File: src/rtl/core/assert_macros.svh
// Assertion macros used by the RTL of this block.
`ifndef ASSERT_MACROS_SVH
`define ASSERT_MACROS_SVH
`ifndef SYNTH
// Antecedent implies consequent in the same cycle.
`define ASSERT_IMPL(lbl, clk, rst_n, ante, cons, msg) \
  lbl: assert property (@(posedge clk) disable iff (!rst_n) (ante) |-> (cons)) \
    else $error(msg);
// Antecedent implies consequent in the next cycle.
`define ASSERT_NEXT(lbl, clk, rst_n, ante, cons, msg) \
  lbl: assert property (@(posedge clk) disable iff (!rst_n) (ante) |=> (cons)) \
    else $error(msg);
`else
`define ASSERT_IMPL(lbl, clk, rst_n, ante, cons, msg)
`define ASSERT_NEXT(lbl, clk, rst_n, ante, cons, msg)
`endif
`endif

File: src/rtl/core/sdra_pkg.sv
// Types and constants of the signed decimal right-align block.
`default_nettype none
package sdra_pkg;

  // Configuration register indexes.
  localparam logic CFG_MINUS_CODE = 1'b0;
  localparam logic CFG_BLANK_CODE = 1'b1;

  localparam logic signed [7:0] MINUS_CODE_RST = 8'sd10;
  localparam logic signed [7:0] BLANK_CODE_RST = 8'sd11;

  // floor(x / 10) == (x * RECIP_10) >> RECIP_SHIFT for every 32-bit x.
  localparam logic [31:0] RECIP_10    = 32'hCCCC_CCCD;
  localparam int          RECIP_SHIFT = 35;
  localparam logic [3:0]  RADIX       = 4'd10;

  typedef struct packed {
    logic signed [31:0] number;
    logic [4:0]         field_width;
  } in_t;

  typedef struct packed {
    logic [3:0]         position;
    logic signed [7:0]  symbol;
    logic               last;
  } out_t;

endpackage
`default_nettype wire

File: src/rtl/core/signed_decimal_right_align.sv
// Signed decimal right-align formatter: lays a 32-bit value out in a field of cells.
// An input transfer is followed by S_MAG (magnitude) and S_DIV (reciprocal multiplication), then
// S_EMIT loads the first cell into the output register. A new item is taken only in S_IDLE. Each
// cell needs one pass through the shared multiplier and an S_EMIT step that waits for a free slot.
// Reset (synchronous, rst_n low) empties the sequencer and output register and restores the codes.
`default_nettype none
`include "assert_macros.svh"
module signed_decimal_right_align #(
  parameter int MAX_WIDTH = 16
) (
  input  wire logic          clk,
  input  wire logic          rst_n,
  input  wire logic          cfg_we,
  input  wire logic          cfg_index,
  input  wire logic [7:0]    cfg_wdata,
  input  wire logic          in_valid,
  output logic               in_stall,
  input  wire sdra_pkg::in_t in_data,
  output logic               out_valid,
  input  wire logic          out_stall,
  output sdra_pkg::out_t     out_data
);
  import sdra_pkg::*;

  // Width of the internal cell counter; positions are reported modulo 16.
  localparam int PW = (MAX_WIDTH > 1) ? $clog2(MAX_WIDTH) : 1;

  // Sequencer states.
  localparam logic [1:0] S_IDLE = 2'd0;
  localparam logic [1:0] S_MAG  = 2'd1;
  localparam logic [1:0] S_DIV  = 2'd2;
  localparam logic [1:0] S_EMIT = 2'd3;

  logic [1:0]        state_r, state_nxt;
  logic signed [7:0] minus_code_r, blank_code_r;
  logic [31:0]       rest_r, rest_nxt;      // Raw value at first, then its magnitude, then the running quotient.
  logic [31:0]       quo_r, quo_nxt;
  logic [PW-1:0]     pos_r, pos_nxt;
  logic              neg_r, neg_nxt;
  logic              first_r, first_nxt;
  logic              out_valid_r, out_valid_nxt;
  out_t              out_data_r, out_data_nxt;

  logic              in_xfer;
  logic              slot_free;
  logic [6:0]        width_clamped;
  logic [63:0]       prod;
  logic [31:0]       quo_times_ten;
  logic [31:0]       digit_full;
  logic              use_digit;

  assign in_stall  = (state_r != S_IDLE);
  assign in_xfer   = in_valid && !in_stall;
  // The output register can take a new cell when it is empty or its cell is leaving now.
  assign slot_free = !out_valid_r || !out_stall;

  // A zero width is one cell; anything above MAX_WIDTH saturates.
  always_comb begin
    width_clamped = {2'b00, in_data.field_width};
    if (width_clamped == 7'd0) begin
      width_clamped = 7'd1;
    end else if (width_clamped > 7'(MAX_WIDTH)) begin
      width_clamped = 7'(MAX_WIDTH);
    end
  end

  // The shared unit: one reciprocal multiplication per cell, registered into quo_r.
  assign prod          = rest_r * RECIP_10;
  assign quo_times_ten = (quo_r << 3) + (quo_r << 1);
  assign digit_full    = rest_r - quo_times_ten;
  // The units cell always shows a digit; further cells while the quotient is nonzero.
  assign use_digit     = first_r || (rest_r != 32'd0);

  always_comb begin
    state_nxt     = state_r;
    rest_nxt      = rest_r;
    quo_nxt       = quo_r;
    pos_nxt       = pos_r;
    neg_nxt       = neg_r;
    first_nxt     = first_r;
    out_valid_nxt = out_valid_r;
    out_data_nxt  = out_data_r;

    // The waiting cell leaves on its transfer unless a new one replaces it below.
    if (out_valid_r && !out_stall) begin
      out_valid_nxt = 1'b0;
    end

    case (state_r)
      S_IDLE: begin
        if (in_xfer) begin
          rest_nxt  = in_data.number;
          neg_nxt   = in_data.number[31];
          pos_nxt   = PW'(width_clamped - 7'd1);
          first_nxt = 1'b1;
          state_nxt = S_MAG;
        end
      end
      S_MAG: begin
        // Two's complement negation; the most negative value becomes unsigned 2^31.
        if (neg_r) begin
          rest_nxt = 32'd0 - rest_r;
        end
        state_nxt = S_DIV;
      end
      S_DIV: begin
        quo_nxt   = {3'b000, prod[63:RECIP_SHIFT]};
        state_nxt = S_EMIT;
      end
      S_EMIT: begin
        if (slot_free) begin
          out_valid_nxt         = 1'b1;
          out_data_nxt.position = 4'(pos_r);
          out_data_nxt.last     = (pos_r == '0);
          if (use_digit) begin
            out_data_nxt.symbol = {4'b0000, digit_full[3:0]};
            rest_nxt            = quo_r;
          end else if (neg_r) begin
            out_data_nxt.symbol = minus_code_r;
            neg_nxt             = 1'b0;
          end else begin
            out_data_nxt.symbol = blank_code_r;
          end
          first_nxt = 1'b0;
          if (pos_r == '0) begin
            state_nxt = S_IDLE;
          end else begin
            pos_nxt   = pos_r - PW'(1);
            state_nxt = S_DIV;
          end
        end
      end
      default: begin
        state_nxt = S_IDLE;
      end
    endcase
  end

  always_ff @(posedge clk) begin
    if (!rst_n) begin
      state_r      <= S_IDLE;
      out_valid_r  <= 1'b0;
      minus_code_r <= MINUS_CODE_RST;
      blank_code_r <= BLANK_CODE_RST;
    end else begin
      state_r     <= state_nxt;
      out_valid_r <= out_valid_nxt;
      if (cfg_we) begin
        case (cfg_index)
          CFG_MINUS_CODE: minus_code_r <= cfg_wdata;
          CFG_BLANK_CODE: blank_code_r <= cfg_wdata;
          default: begin
          end
        endcase
      end
    end
  end

  // Datapath registers carry no reset; the sequencer guards their use.
  always_ff @(posedge clk) begin
    rest_r     <= rest_nxt;
    quo_r      <= quo_nxt;
    pos_r      <= pos_nxt;
    neg_r      <= neg_nxt;
    first_r    <= first_nxt;
    out_data_r <= out_data_nxt;
  end

  assign out_valid = out_valid_r;
  assign out_data  = out_data_r;

  // Once an item is taken, the block stays busy for at least the next cycle.
  `ASSERT_NEXT(a_busy_after_in, clk, rst_n, in_xfer, in_stall, "idle after an input transfer")
  // The reciprocal division must always leave a remainder below ten.
  `ASSERT_IMPL(a_digit_range, clk, rst_n, (state_r == S_EMIT) && use_digit, digit_full < 32'd10, "remainder out of range")
  // The cell counter never exceeds the field.
  `ASSERT_IMPL(a_pos_range, clk, rst_n, state_r != S_IDLE, int'(pos_r) < MAX_WIDTH, "cell counter beyond the field")

endmodule
`default_nettype wire

File: config.mk
export PLATFORM = sky130hd
export DESIGN_NAME = signed_decimal_right_align
export DESIGN_NICKNAME = d
export VERILOG_FILES = /design/src/rtl/core/sdra_pkg.sv /design/src/rtl/core/signed_decimal_right_align.sv
export VERILOG_INCLUDE_DIRS = /design/src /design/src/rtl/core
export SDC_FILE = /design/constraint.sdc
export NUM_CORES = 1
export LEC_CHECK = 0
export BUFFER_PORTS_ARGS = -buffer_cell sky130_fd_sc_hd__buf_2
export CORE_MARGIN = 4
export CORE_UTILIZATION = 32
export CTS_CLUSTER_SIZE = 8
export DETAILED_ROUTE_END_ITERATION = 10
export PLACE_DENSITY = 0.5
export SYNTH_ARGS = -nofsm -noshare
export SYNTH_HDL_FRONTEND = slang
export SYNTH_SLANG_ARGS = --single-unit
File: constraint.sdc
create_clock -name clk -period 6.27 [get_ports clk]
set_input_delay 0.9405 -clock clk [delete_from_list [all_inputs] [get_ports clk]]
set_output_delay 0.9405 -clock clk [all_outputs]
set_load 0.01 [all_outputs]
==> flow_summary.toml <==
[yosys]
synth.most_common_cell = "inv_1"
synthTopCellsByArea = "fa_1 36%, ha_1 22%, edfxtp_1 11%, inv_1 9.6%, a21oi_1 2.6%"
yosysWarnings = 0
synth_top_cell_area_share_pct = 35.9
synth_largest_area_cell = "fa_1"
synth_seq_area_share_pct = 12.9
synth-edff-count = 80
synth_common_cells = "552 x inv_1, 386 x fa_1, 383 x ha_1, 111 x a21oi_1, 82 x nand2_1"
syn_area_per_cell_sq_um = 10.3
synth-seq-cells = 99
syn_nets = 2921
synth_cells = 2101
yosys_most_used_dff = "edfxtp_1"
syn_area_sq_mm = 0.0216
yosys.cell_types.count = 65
synth_async_sr_flop_share_pct = 0

[critical_path]
cp_data_arrival_time_ns = 7.21
cp_num_buf_inv = 7
max_stage_delay_ns = 0.59
crit_fanout = 4
worst_path_most_repeated_cell = "fa_1"
worstSetupPathType = "reg2reg"
worstPathCellList = "ha_4 > buf_12 > inv_4 > fa_1 > inv_2 > fa_1 > inv_2 > fa_1 > inv_2 > fa_2 > fa_2 > fa_2 > fa_1 > ha_4 > nand3_4 > buf_6 > or4_4 > a2111oi_4 > buf_4 > o31a_1 > nand2b_4 > a221oi_4 > xnor2_1"
critical_path_required_ns = 6.41
path_delay_family = "adder cells"
crit_slowest_cell = "fa_2"
endpoint_kind = "flop"
worst_setup_path_start_kind = "flop"

[sta]
hold_ws_ns = 0.464
rsz0062_at_grt = "yes"
max_freq_ghz = 0.142
slew_viol_final = 0
fin_ws_ns = -0.793
fin_crit_ns = 7.06
setup_violations = 29
slew_headroom_pct = 35.9
finalHoldViolations = 0
fin_skew_ns = 0.0140
fin_crit_sh_pct = 113
max_slew.worst_pin.slew_ns = 0.957

[routing]
post_drt_wl_per_cell_um = 21.4
drc_errors = 0
via_per_inst = 4.69
drt_iter0_markers = 1015
firstDrtPassIters = 5
route.vias.total = 16290
ant_nets = 0
drt_wl_total_um = 74400

[floorplanning]
dieArea_sq_mm = 0.0716
rows = 94
design.core.area_sq_mm = 0.0662
boundaryPins = 66
chipHeight_um = 268
die_w_um = 268
start_util_pct = 32.6

[cells_and_area]
area_growth_pct = 29.9
nets = 3424
final_util_pct = 42.3
antennaDiodeCount = 0
drive_gt1_share_pct = 28.4

[clocking]
cts_sinks = 99
cts.path.max_buffers = 2
htreeDepth = 3
clk_latency_ns = 0.39
path_clk_slew_ns = 0.08
cts_tree = "built"
cts_buffers = 9
root_buffer = "clkbuf_16"

[global_route]
grt_pass1_wl_um = 111000
first_global_vias = 18066
antenna_found_initial = 0
grt-ovfl-total = 0
track_usage_pct = 21.2
grt_max_degree = 67

[placed_design]
gp_congestion = 0.974
dp_hpwl_um = 66500
post-place-ws_ns = -1.28
port_buffers = 65

[status]
outcome = "finished with violations"
violations = "setup timing"

[worst_hold_path]
hold_path_class = "reg2reg"

[job]
maxCapViolCount = 0
final cells by class:
| cell class | count | area, sq um |
|---|---|---|
| multi-input combinational | 1415 | 17800 |
| fill | 6509 | 38200 |
| inverter | 552 | 2080 |
| timing repair buffer | 527 | 3930 |
| clock inverter | 7 | 71.3 |
| tap | 864 | 1080 |
| sequential | 99 | 2790 |
| clock buffer | 9 | 225 |
cells by family (layout without fill, tap and decap cells):
| family | count (synthesis) | in the layout | synth area share, % |
|---|---|---|---|
| flip-flops | 99 | 99 | 12.9 |
| adder cells (fa/ha/maj) | 769 | 769 | 58.1 |
| multiplexers | 11 | 11 | 0.522 |
| AO/OA/AOI/OAI | 263 | 263 | 7.83 |
| buffers and inverters | 587 | 1095 | 10.3 |
| XOR/XNOR | 109 | 109 | 4.43 |
| AND/OR/NAND/NOR | 263 | 263 | 5.97 |
worst paths after layout:
kind	from	end	slack, ns	depth (start not counted)
max	rest_r[14]	quo_r[9]	-0.79	23
min	minus_code_r[4]	minus_code_r[4]	0.46	2
max reg2reg	rest_r[14]	quo_r[9]	-0.79	23
min reg2reg	minus_code_r[4]	minus_code_r[4]	0.46	2
worst register-to-register path, cell delays in order, from the launching register on:
cell,delay [ns]
edfxtp_1,0.52
ha_4,0.21
buf_12,0.10
inv_4,0.04
fa_1,0.53
inv_2,0.04
fa_1,0.50
inv_2,0.05
fa_1,0.55
inv_2,0.05
fa_2,0.59
fa_2,0.45
fa_2,0.57
fa_1,0.46
ha_4,0.32
nand3_4,0.10
buf_6,0.13
or4_4,0.56
a2111oi_4,0.21
buf_4,0.19
o31a_1,0.25
nand2b_4,0.19
a221oi_4,0.07
xnor2_1,0.13
per-stage QoR:
stage	TNS (ns)	area (sq um)	std cells
finish	-17.93	28000	3473
global route	-23.05	28000	3473
CTS	-15.93	27600	3461
detailed placement	-29.17	26200	3399
global placement	-28.21	26200	3399
floorplan	-2.96	21900	2101
layout by cell type, fill, tap and decap left out, drive strengths merged, types with 3 or more instances in the layout:
cell type / n
o21ai: 27
nor2: 73
a21o: 54
xor2: 50
a21oi: 111
ha: 383
a21boi: 13
nand4: 12
inv: 555
o21bai: 7
a2111oi: 3
clkinv: 4
a211oi: 10
a41oi: 3
o211ai: 4
nand3: 23
fa: 386
nand2: 82
and2: 14
o22ai: 3
nand2b: 6
and4: 10
a31oi: 6
o31a: 3
xnor2: 59
o21a: 4
and3: 12
a211o: 3
nor2b: 10
edfxtp: 80
dfxtp: 19
a221oi: 3
nor3b: 3
mux2i: 9
buf: 527
nor3: 7
clkbuf: 9
flip-flops by register name, indices dropped and copies added, names as in the netlist:
name	cells
quo_r	29
first_r	1
state_r	2
minus_code_r	8
neg_r	1
out_data	13
out_valid	1
blank_code_r	8
rest_r	32
pos_r	4
layer usage:
metal	routed length (um)	track usage (%)	up-vias
li1	-	-	7630
met1	33800	28.9	8236
met2	34900	35.0	334
met4	2900	7.50	0
met5	0	0	-
met3	2780	2.57	90
repair_timing:
action                                  CTS  global route
endpoints found under the setup margin   29            29
hold endpoints to repair                  0             0
gates resized for setup                 139            68
hold buffers                              0             0
buffers inserted                         52            14
pin swaps                                60            67
Power is left out: the tool's default activity adds up to more than one toggle a clock period on the data nets, which glitch-free logic cannot reach.
